--- src/rtl/core/rgr_pkg.sv ---
// Package for the rotated glyph rasteriser: direction and register codes, glyph types
// and the built-in 3x5 glyph ROM.
// Depends on nothing; used by rotated_glyph_rasterizer_top.sv.
package rgr_pkg;

	localparam int GLYPH_COUNT = 96;
	localparam int GLYPH_COLS  = 3;
	localparam int GLYPH_ROWS  = 5;
	localparam int GlyphIdxW   = $clog2(GLYPH_COUNT);
	localparam int CfgIdxW     = 1;
	localparam int CfgDataW    = 16;
	localparam int CoordW      = 8;
	localparam int ColorW      = 16;

	localparam logic [CoordW-1:0] CURSOR_STEP = 8'd4;
	localparam logic [6:0]        CHAR_MASK   = 7'h7F;
	localparam logic [6:0]        FIRST_CHAR  = 7'h20;

	typedef enum logic [1:0] {
		DIR_UP    = 2'd0,
		DIR_DOWN  = 2'd1,
		DIR_RIGHT = 2'd2,
		DIR_LEFT  = 2'd3
	} text_dir_t;

	typedef enum logic [CfgIdxW-1:0] {
		REG_TEXT_DIRECTION = 1'b0,
		REG_TEXT_COLOR     = 1'b1
	} cfg_reg_t;

	// One glyph as three columns of five row bits; row 0 is bit 0.
	typedef logic [GLYPH_COLS-1:0][GLYPH_ROWS-1:0] glyph_mask_t;

	// Column 0 sits in bits 23:16, column 2 in bits 7:0.
	localparam logic [23:0] GLYPH_ROM [GLYPH_COUNT] = '{
		24'h000000, 24'h002e00, 24'h060006, 24'h3e143e,
		24'h0c3618, 24'h320826, 24'h142a34, 24'h000600,
		24'h001c22, 24'h221c00, 24'h140814, 24'h081c08,
		24'h406000, 24'h080808, 24'h002000, 24'h601c02,
		24'h3e223e, 24'h243e20, 24'h322a26, 24'h222a3e,
		24'h0e083e, 24'h2e2a3a, 24'h3e2a3a, 24'h023a06,
		24'h3e2a3e, 24'h2e2a3e, 24'h001400, 24'h406400,
		24'h081422, 24'h141414, 24'h221408, 24'h022a06,
		24'h3e222e, 24'h3e0a3e, 24'h3e2a36, 24'h3e2222,
		24'h3e221c, 24'h3e2a22, 24'h3e0a02, 24'h3e223a,
		24'h3e083e, 24'h223e22, 24'h30203e, 24'h3e0836,
		24'h3e2020, 24'h3e043e, 24'h3c081e, 24'h3e223e,
		24'h3e0a0e, 24'h3e227e, 24'h3e0a34, 24'h2e2a3a,
		24'h023e02, 24'h3e203e, 24'h1e201e, 24'h3e103e,
		24'h360836, 24'h063806, 24'h322a26, 24'h003e22,
		24'h021c60, 24'h223e00, 24'h040204, 24'h404040,
		24'h000200, 24'h3e0a3e, 24'h3e2a36, 24'h3e2222,
		24'h3e221c, 24'h3e2a22, 24'h3e0a02, 24'h3e223a,
		24'h3e083e, 24'h223e22, 24'h30203e, 24'h3e0836,
		24'h3e2020, 24'h3e043e, 24'h3c081e, 24'h3e223e,
		24'h3e0a0e, 24'h3e227e, 24'h3e0a34, 24'h2e2a3a,
		24'h023e02, 24'h3e203e, 24'h1e201e, 24'h3e103e,
		24'h360836, 24'h063806, 24'h322a26, 24'h083e22,
		24'h007e00, 24'h223e08, 24'h020604, 24'h000000
	};

	// Looks up a character and keeps only the five drawn rows of each column.
	function automatic glyph_mask_t glyph_lookup(input logic [7:0] code);
		logic [6:0]           c7;
		logic [GlyphIdxW-1:0] idx;
		logic [23:0]          entry;
		glyph_mask_t          m;
		c7 = code[6:0] & CHAR_MASK;
		if (c7 < FIRST_CHAR) begin
			idx = '0;
		end else begin
			idx = GlyphIdxW'(c7 - FIRST_CHAR);
		end
		entry = GLYPH_ROM[idx];
		m[0] = entry[21:17];
		m[1] = entry[13:9];
		m[2] = entry[5:1];
		return m;
	endfunction

endpackage

--- src/rtl/core/rgr_ifaces.sv ---
// Valid/ready channel interfaces of the rotated glyph rasteriser: characters in, pixels out.
// Stand-alone; no package needed.
interface rgr_char_if;
	logic       valid;
	logic       ready;
	logic [7:0] char_code;
	logic       run_start;
	logic [7:0] start_x;
	logic [7:0] start_y;

	modport source (output valid, char_code, run_start, start_x, start_y, input ready);
	modport sink   (input valid, char_code, run_start, start_x, start_y, output ready);
endinterface

interface rgr_pixel_if;
	logic        valid;
	logic        ready;
	logic [7:0]  pixel_x;
	logic [7:0]  pixel_y;
	logic [15:0] pixel_color;
	logic        last_pixel;

	modport source (output valid, pixel_x, pixel_y, pixel_color, last_pixel, input ready);
	modport sink   (input valid, pixel_x, pixel_y, pixel_color, last_pixel, output ready);
endinterface

--- src/rtl/core/rotated_glyph_rasterizer_top.sv ---
// Top level of the rotated glyph rasteriser: cursor and configuration registers, pixel walker, output register.
// Depends on rgr_pkg and the channel interfaces in rgr_ifaces.sv.
//
//   Channel    Direction  Carries                                      Transfer when
//   char_in    in         char_code, run_start, start_x, start_y       valid and ready high
//   pixel_out  out        pixel_x, pixel_y, pixel_color, last_pixel    valid and ready high
//   cfg        in         cfg_we, cfg_index, cfg_data                  cfg_we high
//
// A character gives one pixel for each lit pixel of its glyph, from one to fifteen; a blank glyph
// is absorbed and gives no pixel. The pixel walker emits one lit pixel per cycle while pixel_out
// does not stall it. The first pixel passes through the walker and then the output register.
// Reset clears the cursor to the origin, sets direction down and colour white, and empties
// the walker and the output register. A stall on pixel_out holds the walker; the next
// character is taken in the cycle that the last pixel of the current one leaves the walker.
module rotated_glyph_rasterizer_top
	import rgr_pkg::*;
(
	input  logic                clk,
	input  logic                arst_n,
	input  logic                cfg_we,
	input  logic [CfgIdxW-1:0]  cfg_index,
	input  logic [CfgDataW-1:0] cfg_data,
	rgr_char_if.sink            char_in,
	rgr_pixel_if.source         pixel_out
);

	// Configuration registers.
	text_dir_t          dir_q;
	logic [ColorW-1:0]  color_q;

	// Text cursor, advanced at every character transfer.
	logic [CoordW-1:0]  cursor_x_q;
	logic [CoordW-1:0]  cursor_y_q;

	// Pixel walker: the lit pixels still to emit and the cursor the glyph was placed at.
	glyph_mask_t        mask_q;
	logic [CoordW-1:0]  base_x_q;
	logic [CoordW-1:0]  base_y_q;

	// Output register.
	logic               out_valid_q;
	logic [CoordW-1:0]  pix_x_q;
	logic [CoordW-1:0]  pix_y_q;
	logic [ColorW-1:0]  pix_color_q;
	logic               pix_last_q;

	logic               busy;
	logic               emit;
	logic               accept;
	logic [1:0]         sel_col;
	logic [2:0]         sel_row;
	logic [GLYPH_ROWS-1:0] col_bits;
	glyph_mask_t        mask_next;
	logic               last_w;
	logic [CoordW-1:0]  dx;
	logic [CoordW-1:0]  dy;
	logic [CoordW-1:0]  load_x;
	logic [CoordW-1:0]  load_y;

	assign busy   = |mask_q;
	assign emit   = busy && (!out_valid_q || pixel_out.ready);
	assign last_w = (mask_next == '0);

	// A new character enters when the walker is empty or hands off its final pixel now.
	assign char_in.ready = !busy || (emit && last_w);
	assign accept        = char_in.valid && char_in.ready;

	// Column is the outer order, so pick the first column with any pixel left,
	// then the lowest row in it.
	always_comb begin
		if (|mask_q[0]) begin
			sel_col = 2'd0;
		end else if (|mask_q[1]) begin
			sel_col = 2'd1;
		end else begin
			sel_col = 2'd2;
		end
		col_bits = mask_q[sel_col];
		priority if (col_bits[0]) begin
			sel_row = 3'd0;
		end else if (col_bits[1]) begin
			sel_row = 3'd1;
		end else if (col_bits[2]) begin
			sel_row = 3'd2;
		end else if (col_bits[3]) begin
			sel_row = 3'd3;
		end else begin
			sel_row = 3'd4;
		end
		mask_next = mask_q;
		mask_next[sel_col][sel_row] = 1'b0;
	end

	// Rotation of the glyph cell into screen offsets from the cursor.
	always_comb begin
		unique case (dir_q)
			DIR_UP: begin
				dx = CoordW'(sel_row);
				dy = CoordW'(3'd2 - 3'(sel_col));
			end
			DIR_DOWN: begin
				dx = CoordW'(3'd4 - sel_row);
				dy = CoordW'(sel_col);
			end
			DIR_RIGHT: begin
				dx = CoordW'(sel_col);
				dy = CoordW'(sel_row);
			end
			DIR_LEFT: begin
				dx = CoordW'(3'd2 - 3'(sel_col));
				dy = CoordW'(3'd4 - sel_row);
			end
			default: begin
				dx = '0;
				dy = '0;
			end
		endcase
	end

	// The start flag places the cursor before this character is drawn.
	assign load_x = char_in.run_start ? char_in.start_x : cursor_x_q;
	assign load_y = char_in.run_start ? char_in.start_y : cursor_y_q;

	always_ff @(posedge clk or negedge arst_n) begin
		if (!arst_n) begin
			dir_q   <= DIR_DOWN;
			color_q <= '1;
		end else if (cfg_we) begin
			unique case (cfg_reg_t'(cfg_index))
				REG_TEXT_DIRECTION: dir_q   <= text_dir_t'(cfg_data[1:0]);
				REG_TEXT_COLOR:     color_q <= cfg_data[ColorW-1:0];
				default:            ;
			endcase
		end
	end

	// Cursor advance by one cell, in the direction of writing, wrapping around the 8-bit coordinate range.
	always_ff @(posedge clk or negedge arst_n) begin
		if (!arst_n) begin
			cursor_x_q <= '0;
			cursor_y_q <= '0;
		end else if (accept) begin
			unique case (dir_q)
				DIR_UP: begin
					cursor_x_q <= load_x;
					cursor_y_q <= load_y - CURSOR_STEP;
				end
				DIR_DOWN: begin
					cursor_x_q <= load_x;
					cursor_y_q <= load_y + CURSOR_STEP;
				end
				DIR_RIGHT: begin
					cursor_x_q <= load_x + CURSOR_STEP;
					cursor_y_q <= load_y;
				end
				DIR_LEFT: begin
					cursor_x_q <= load_x - CURSOR_STEP;
					cursor_y_q <= load_y;
				end
				default: begin
					cursor_x_q <= load_x;
					cursor_y_q <= load_y;
				end
			endcase
		end
	end

	// Walker: a blank glyph loads an empty mask and so produces nothing.
	always_ff @(posedge clk or negedge arst_n) begin
		if (!arst_n) begin
			mask_q <= '0;
		end else if (accept) begin
			mask_q <= glyph_lookup(char_in.char_code);
		end else if (emit) begin
			mask_q <= mask_next;
		end
	end

	always_ff @(posedge clk) begin
		if (accept) begin
			base_x_q <= load_x;
			base_y_q <= load_y;
		end
	end

	always_ff @(posedge clk or negedge arst_n) begin
		if (!arst_n) begin
			out_valid_q <= 1'b0;
		end else if (emit) begin
			out_valid_q <= 1'b1;
		end else if (pixel_out.ready) begin
			out_valid_q <= 1'b0;
		end
	end

	always_ff @(posedge clk) begin
		if (emit) begin
			pix_x_q     <= base_x_q + dx;
			pix_y_q     <= base_y_q + dy;
			pix_color_q <= color_q;
			pix_last_q  <= last_w;
		end
	end

	assign pixel_out.valid       = out_valid_q;
	assign pixel_out.pixel_x     = pix_x_q;
	assign pixel_out.pixel_y     = pix_y_q;
	assign pixel_out.pixel_color = pix_color_q;
	assign pixel_out.last_pixel  = pix_last_q;

endmodule
--- src/flat_wrapper.sv ---
// flat-port wrapper written by rule: the top's interface ports become plain ports
module rotated_glyph_rasterizer_top_flat import rgr_pkg::*;
  (clk, arst_n, cfg_we, cfg_index, cfg_data, char_in_valid, char_in_char_code, char_in_run_start, char_in_start_x, char_in_start_y, char_in_ready, pixel_out_valid, pixel_out_pixel_x, pixel_out_pixel_y, pixel_out_pixel_color, pixel_out_last_pixel, pixel_out_ready);
  rgr_char_if char_in_i ();
  rgr_pixel_if pixel_out_i ();
  input  logic clk;
  input  logic arst_n;
  input  logic cfg_we;
  input  logic [CfgIdxW-1:0] cfg_index;
  input  logic [CfgDataW-1:0] cfg_data;
  input wire logic [$bits(char_in_i.valid)-1:0] char_in_valid;
  input wire logic [$bits(char_in_i.char_code)-1:0] char_in_char_code;
  input wire logic [$bits(char_in_i.run_start)-1:0] char_in_run_start;
  input wire logic [$bits(char_in_i.start_x)-1:0] char_in_start_x;
  input wire logic [$bits(char_in_i.start_y)-1:0] char_in_start_y;
  output wire logic [$bits(char_in_i.ready)-1:0] char_in_ready;
  output wire logic [$bits(pixel_out_i.valid)-1:0] pixel_out_valid;
  output wire logic [$bits(pixel_out_i.pixel_x)-1:0] pixel_out_pixel_x;
  output wire logic [$bits(pixel_out_i.pixel_y)-1:0] pixel_out_pixel_y;
  output wire logic [$bits(pixel_out_i.pixel_color)-1:0] pixel_out_pixel_color;
  output wire logic [$bits(pixel_out_i.last_pixel)-1:0] pixel_out_last_pixel;
  input wire logic [$bits(pixel_out_i.ready)-1:0] pixel_out_ready;
  assign char_in_i.valid = char_in_valid;
  assign char_in_i.char_code = char_in_char_code;
  assign char_in_i.run_start = char_in_run_start;
  assign char_in_i.start_x = char_in_start_x;
  assign char_in_i.start_y = char_in_start_y;
  assign char_in_ready = char_in_i.ready;
  assign pixel_out_valid = pixel_out_i.valid;
  assign pixel_out_pixel_x = pixel_out_i.pixel_x;
  assign pixel_out_pixel_y = pixel_out_i.pixel_y;
  assign pixel_out_pixel_color = pixel_out_i.pixel_color;
  assign pixel_out_last_pixel = pixel_out_i.last_pixel;
  assign pixel_out_i.ready = pixel_out_ready;
  rotated_glyph_rasterizer_top u_core (.clk(clk), .arst_n(arst_n), .cfg_we(cfg_we), .cfg_index(cfg_index), .cfg_data(cfg_data), .char_in(char_in_i), .pixel_out(pixel_out_i));
endmodule
--- config.mk ---
export PLATFORM = sky130hd
export DESIGN_NAME = rotated_glyph_rasterizer_top_flat
export DESIGN_NICKNAME = d
export VERILOG_FILES = /design/src/rtl/core/rgr_pkg.sv /design/src/rtl/core/rgr_ifaces.sv /design/src/rtl/core/rotated_glyph_rasterizer_top.sv /design/src/flat_wrapper.sv
export SDC_FILE = /design/constraint.sdc
export NUM_CORES = 1
export LEC_CHECK = 0
export ABC_AREA = 1
export BUFFER_PORTS_ARGS = -buffer_cell sky130_fd_sc_hd__buf_2
export CORE_MARGIN = 2
export CORE_UTILIZATION = 34
export DETAILED_ROUTE_END_ITERATION = 16
export GPL_TIMING_DRIVEN = 0
export PLACE_DENSITY = 0.61
export SLEW_MARGIN = 5
export SYNTH_ARGS = -nofsm -noshare
export SYNTH_HDL_FRONTEND = slang
export SYNTH_SLANG_ARGS = --single-unit
--- constraint.sdc ---
create_clock -name clk -period 4 [get_ports clk]
set_input_delay 0.8 -clock clk [delete_from_list [all_inputs] [get_ports clk]]
set_output_delay 0.8 -clock clk [all_outputs]
set_load 0.01 [all_outputs]
* Word level (Yosys, flattened, before mapping)
Memories as Yosys holds them, arrays and structs flattened.
Cells that the tools add are included.
** Word-level totals
- Bits in registers :: 99
- Memory bits (read-only) :: 3072
- Output and inout bits :: 35
- Word-level logic and storage cells :: 83
- Memories :: 1
** Operators by class
- Add/subtract/negate cells :: 9
- $lt $le $gt $ge :: 6
- Equal/unequal tests :: 3
- Muxes and demuxes :: 26
- Bitwise operators :: 4
- Reductions and logical operators :: 20
** Memories
- (no name shown) :: depth 128, width 24, rd ports 1, clocked after memory_dff 0, write ports 0, RTL line rgr_pkg.sv:74 : entry = GLYPH_ROM[idx];
** Operators with widths (count)
- 8-bit one-hot mux with 4 select lines :: 2
- 8-bit one-hot mux with 3 select lines :: 2
- 22-bit two-way mux :: 2
- 15-bit two-way mux :: 2
- 8-bit by 3-bit adder with 8-bit output (second input constant) :: 2
- 8-bit adder :: 2
- 8-bit two-way mux :: 2
- 8-bit by 3-bit subtractor with 8-bit output (second input constant) :: 2
- 15-bit bitwise AND :: 1
- 15-bit zero test :: 1
- 15-bit NOT :: 1
- 15-bit OR reduction :: 1
- 7-bit two-way mux :: 2
- 3-bit two-way mux :: 4
- 5-bit binary-select mux with 2-bit select :: 1
- 5-bit demux with 2-bit select :: 1
- 5-bit OR reduction :: 2
- 8-bit >= comparator (second input constant) :: 1
- 7-bit NOT with 8-bit output :: 1
- 7-bit by 6-bit less-than comparator with 1-bit output (second input constant) :: 1
- 7-bit by 6-bit subtractor with 7-bit output (second input constant) :: 1
- 1-bit logical AND :: 5
- 5-bit two-way mux :: 1
- 2-bit == test (second input constant) :: 2
- 18 further kinds :: 26

* Depth between registers and ports, before layout
- Word-level depth :: 27
- Mapped depth :: 22
- Depth with buffers taken out :: 22

* Least setup slack after synthesis
OpenSTA, ideal clock, no wires.
- Kind :: reg-to-reg
- From :: reg u_core.mask_q[0] (netlist bit)
- To :: reg u_core.pix_x_q[7], in the netlist u_core.pixel_out.pixel_x[7], data pin
- Library setup time :: 0.258 ns
- Arrival :: 3.140 ns
- Required time :: 3.742 ns
- Setup slack :: 0.603 ns
- Stages on the path, launching flop included :: 22
- Path buffers :: 0
- Clock period less this slack :: 3.397 ns
- Cells stage by stage :: dfrtp_1 > nor2_1 > nand2_1 > nor2_4 > nand3_1 > nand2_2 > nor2_2 > nor3_1 > inv_1 > ha_1 > o21ai_0 > o221ai_1 > o21a_1 > ha_1 > nand3_1 > nand2_1 > a21oi_1 > inv_1 > a21oi_1 > o21ai_0 > a21oi_1 > xnor2_1
** On the way
- Cells in the longest elaborated chain, start to end :: 11
** RTL lines
- start, declared :: RTL line rotated_glyph_rasterizer_top.sv:36 : glyph_mask_t mask_q;
- start signal, assigned :: RTL line rotated_glyph_rasterizer_top.sv:173 : mask_q <= glyph_lookup(char_in.char_code);
- start signal, assigned :: RTL line rotated_glyph_rasterizer_top.sv:175 : mask_q <= mask_next;
- 5-bit OR reduction :: RTL line rotated_glyph_rasterizer_top.sv:71 : if (|mask_q[0]) begin
- 2-bit two-way mux :: RTL line rotated_glyph_rasterizer_top.sv:71
- 5-bit binary-select mux with 2-bit select :: RTL line rotated_glyph_rasterizer_top.sv:78 : col_bits = mask_q[sel_col];
- 4-bit two-way mux (not written as such) :: RTL line rotated_glyph_rasterizer_top.sv:78
- 3-bit two-way mux :: RTL line rotated_glyph_rasterizer_top.sv:85 : end else if (col_bits[3]) begin
- 3-bit two-way mux :: RTL line rotated_glyph_rasterizer_top.sv:83 : end else if (col_bits[2]) begin
- 3-bit two-way mux :: RTL line rotated_glyph_rasterizer_top.sv:81 : end else if (col_bits[1]) begin
- 3-bit two-way mux :: RTL line rotated_glyph_rasterizer_top.sv:79 : priority if (col_bits[0]) begin
- 3-bit by 3-bit subtractor with 4-bit output :: RTL line rotated_glyph_rasterizer_top.sv:102 : dx = CoordW'(3'd4 - sel_row);
- 8-bit one-hot mux with 4 select lines * :: RTL line rotated_glyph_rasterizer_top.sv:96 : unique case (dir_q)
- 8-bit adder * :: RTL line rotated_glyph_rasterizer_top.sv:198 : pix_x_q <= base_x_q + dx;
- end signal, assigned :: RTL line rotated_glyph_rasterizer_top.sv:198
- end, declared :: RTL line rotated_glyph_rasterizer_top.sv:42 : logic [CoordW-1:0] pix_x_q;
Mark *: on every way between the ends. The rest lies on a longest branch, timed or not. The select of a mux whose other input is x is not followed.
A chain may end at the register's enable or synchronous reset.

* Final worst setup path
- From :: reg u_core.mask_q[0] (netlist bit)
- To :: reg u_core.pix_y_q[7], in the netlist u_core.pixel_out.pixel_y[7], data pin
** On the way
- Cells in the longest elaborated chain, start to end :: 11
** RTL lines
- 5-bit OR reduction :: RTL line rotated_glyph_rasterizer_top.sv:71
- 2-bit two-way mux :: RTL line rotated_glyph_rasterizer_top.sv:71
- 5-bit binary-select mux with 2-bit select :: RTL line rotated_glyph_rasterizer_top.sv:78
- 4-bit two-way mux (not written as such) :: RTL line rotated_glyph_rasterizer_top.sv:78
- 3-bit two-way mux :: RTL line rotated_glyph_rasterizer_top.sv:85
- 3-bit two-way mux :: RTL line rotated_glyph_rasterizer_top.sv:83
- 3-bit two-way mux :: RTL line rotated_glyph_rasterizer_top.sv:81
- 3-bit two-way mux :: RTL line rotated_glyph_rasterizer_top.sv:79
- 3-bit by 3-bit subtractor with 4-bit output :: RTL line rotated_glyph_rasterizer_top.sv:111 : dy = CoordW'(3'd4 - sel_row);
- 8-bit one-hot mux with 4 select lines * :: RTL line rotated_glyph_rasterizer_top.sv:96
- 8-bit adder * :: RTL line rotated_glyph_rasterizer_top.sv:199 : pix_y_q <= base_y_q + dy;
- end signal, assigned :: RTL line rotated_glyph_rasterizer_top.sv:199
- end, declared :: RTL line rotated_glyph_rasterizer_top.sv:43 : logic [CoordW-1:0] pix_y_q;
Marks and branches as above.

==> summary.txt <==
Status
  – Status: complete, no violations

Pwr
  – Worst vdd ir: 284 uV
  – Power share of the clock group: roughly 18%
  – Combinational share of power: between 40% and 50%
  – Internal power: 0.00277 W
  – Switching power: 0.00201 W
  – Net Sw Frac: between 40 and 50%
  – Power Density: slightly above 600 nW/um^2
  – Leakage power: 3.65 nW
  – Seq pwr share: around a third

Critical path
  – CP most frequent cell: nand2_1
  – R2R Setup Slk: approximately 0.36 ns
  – CP max FO: 6
  – Crit-path cells: nor2_4, nand2_1, nor2_4, buf_4, nand2_4, nor2_2, nor2_1, nor2_4, o21ai_1, ha_1, nand2_1, nand2_1, o21ai_0, a22oi_2, ha_1, nand3_1, nand2_1, a21oi_1, nor2_1, nor2_1, o21ai_0, a21oi_1, xnor2_1
  – Crit. End Element: flip-flop
  – Crit path DAT: roughly 3.8 ns
  – Critical path class: reg2reg
  – R2r endpoint: u_core.pixel_out.pixel_y[7]
  – Worst stage delay on the critical path: between 0.4 and 0.5 ns
  – Worst reg-to-reg path cell count: 23
  – Crit-path slowest cell: dfrtp_1
  – WP data required: 4.11 ns
  – Setup crit start kind: flip-flop
  – Reg2reg start: u_core.mask_q[0]

Clock tree
  – Clock tree sinks: just under 100
  – CTS Hold Bufs: 0
  – Worst-Skew Late Latency: roughly 0.35 ns
  – CTS tree: built
  – Htree depth: 3
  – Root Driver: clkbuf_16
  – Clk slew on worst S/H paths: roughly 0.080 ns
  – CTS max path bufs: 2
  – Num CTS Buffers: 9

Global route
  – Met2 Use GR: between 20 and 30%
  – First-pass GRT wire length: between 30000 and 40000 um
  – Global routing's busiest layer: met2
  – Initial antenna violation count: 0
  – Total track usage: a little under a fifth
  – Met1 Resource Use GR: 23.8%
  – Vias in the first global route: 5952
  – Met3 GRT Util: under 10%
  – Pin count of the biggest net entering global routing: slightly above 50
  – GRT Residual Overflow: 0

Cells and area
  – Synth-to-layout area growth: 17.2%
  – Commonest cells after routing, fill and taps aside: nand2_1 (183), inv_1 (100), o21ai_0 (84)
  – Fin nets: 1024
  – ANT cells: 0
  – Fill count: just under 2k
  – Design area: 7870 sq um
  – Leading cell type in the layout, fill and taps excluded: nand2_1
  – Post-Layout Cell Count: roughly 1.2k
  – Layout cells sized above 1: between 10% and 20%

Logic synthesis
  – Syn avg cell area: about 8.0 sq um
  – Largest cells by area after synthesis: edfxtp_1 (22%), dfrtp_1 (12%), nand2_1 (10%), dfstp_2 (6.6%), o21ai_0 (6.5%)
  – Ys Warns: 0
  – Area leader, netlist: edfxtp_1
  – Synth top area share: a little over a fifth
  – Commonest register cell after synthesis: edfxtp_1
  – Synthesized netlist cell count: 840
  – Async set-reset flop share out of synthesis: about half
  – Yosys cell types: 52
  – Synth Register Bits: 99
  – Register area share after synthesis: roughly two fifths
  – EDFF count, synth: 49
  – Synthesized area: 6720 sq um

Job
  – Max_cap viols: 0

Floorplan
  – Row count: just over 50
  – Die area: roughly 21000 sq um
  – Die W: around 140 um
  – IO Count: just over 80
  – Initial core utilization: around a third
  – Die Y-Extent: between 100 and 150 um
  – Core box area: 19400 sq um

Timing
  – RSZ-0062 raised after global routing: yes
  – Period utilisation layout: between 90% and 100%
  – Final hold violations: 0
  – Final period demand of the worst path: roughly 3.6 ns
  – Max-slew headroom: 54.8%
  – Max-slew violation count: 0
  – Slew @ Worst Pin: approximately 0.68 ns
  – Clock skew: 0.00768 ns
  – Max Clk Rate: approximately 270 MHz
  – Final setup fails: 0

Placed design
  – Final GP Congestion: 1.01
  – DP HPWL: approximately 14000 um
  – Placed Cells: ~1.2k
  – PortBufs: just under 80
  – Placed Area: roughly 7500 sq um

Detailed routing
  – Final ANT Viol Nets: 0
  – Drc violations: 0
  – Via count: ~6.2k
  – First-pass iteration count of the detailed router: 7
  – DR vias/cell: slightly above 5
  – Wirelength, routed: around 19000 um
  – First DRT Iteration DRCs: ~640
  – Avg WL per Cell: between 15 and 20 um

Hold path
  – Min-delay worst type: in2async
## repair_timing
item,in CTS,in global routing
gates resized for setup,0,12
setup buffers,0,3
endpoints found under the setup margin,0,7
## worst max-delay path by stage
stage,start,end,slack (ns),cells past startpoint
floorplan,u_core.mask_q[0],u_core.pixel_out.pixel_x[7],0.60,21
global placement,u_core.mask_q[3],u_core.mask_q[12],-0.40,12
detailed placement,u_core.mask_q[0],u_core.pixel_out.pixel_y[7],0.1,22
CTS,u_core.mask_q[0],u_core.pixel_out.pixel_x[6],0.08,18
global route,u_core.mask_q[3],u_core.pixel_out.pixel_x[7],-0.05,22
finish,u_core.mask_q[0],u_core.pixel_out.pixel_y[7],0.36,23
## cells by family (layout without fill, tap and decap cells)
kind of cell / Yosys count / count (layout) / share of synthesized area (%)
XOR/XNOR: 23 / 23 / 3.00
AO/OA/AOI/OAI: 186 / 186 / 15.6
multiplexers: 14 / 14 / 2.35
AND/OR/NAND/NOR: 346 / 346 / 22.5
other: 1 / 8 / 0.0558
adder cells (fa/ha/maj): 37 / 37 / 7.34
buffers and inverters: 134 / 232 / 8.31
flip-flops: 99 / 99 / 40.8
## area by class of cell
| cell class | count | area [sq um] | share of cell area [%] |
|---|---|---|---|
| Sequential cell | 99 | 2750 | 34.9 |
| Clock inverter | 7 | 81.3 | 1.03 |
| Inverter | 103 | 399 | 5.07 |
| Buffer | 31 | 159 | 2.02 |
| Tap cell | 265 | 332 | 4.21 |
| Clock buffer | 9 | 225 | 2.86 |
| Timing Repair Buffer | 82 | 448 | 5.69 |
| Multi-Input combinational cell | 614 | 3480 | 44.2 |
## registers in the layout, indices dropped and copies added, names as in the netlist
signal	flops
u_core.dir_q	2
u_core.cursor_y_q	8
u_core.color_q	16
u_core.pixel_out.valid	1
u_core.pixel_out.pixel_x	8
u_core.mask_q	15
u_core.cursor_x_q	8
u_core.base_x_q	8
u_core.base_y_q	8
u_core.pixel_out.last_pixel	1
u_core.pixel_out.pixel_y	8
u_core.pixel_out.pixel_color	16
## synth_stat cells, drive strengths merged (10+ instances only)
cell type  number
edfxtp         49
inv           101
nand3          63
dfstp          17
nor2           76
clkbuf         22
o21ai         100
a21oi          44
nor3           10
xor2           17
ha             33
dfrtp          33
a31oi          13
nand2         190
mux2           14
## per-layer routing
metal | wire (um) | up-vias
li1 | - | 3024
met5 | 0 | -
met1 | 7960 | 2846
met3 | 1470 | 63
met4 | 736 | 0
met2 | 8790 | 298
## stage by stage
step / hold slack, ns / power (W) / util, % / setup WS (ns) / TNS, ns
detailed placement: 0.463 / 0.00382 / 38.6 / 0.0972 / 0
floorplan: 0.444 / 0.00322 / - / 0.603 / 0
global placement: 0.460 / 0.00378 / 38.5 / -0.396 / -4.36
global route: 0.494 / 0.00518 / 40.6 / -0.0500 / -0.0500
CTS: 0.481 / 0.00471 / 40.2 / 0.0817 / 0
finish: 0.468 / 0.00478 / 40.6 / 0.361 / 0
## power by group through the flow
stage	combinational, W	sequential (W)	clock [W]
2_1_floorplan	0.00157	0.00166	0
3_3_place_gp	0.00217	0.00161	0
3_5_place_dp	0.00221	0.00161	0
4_1_cts	0.00222	0.00159	0.000899
5_1_grt	0.00260	0.00164	0.000935
6_report	0.00230	0.00160	0.000878
## critical path: cells and delay by family (launching register included)
family | cells | cell delay (ns)
simple gates | 13 | 1.23
fa+ha+maj | 2 | 0.60
buf+inv | 1 | 0.15
compound gates | 6 | 0.90
flops | 1 | 0.44
xor+xnor | 1 | 0.08
(Power assumes the default switching activity.)
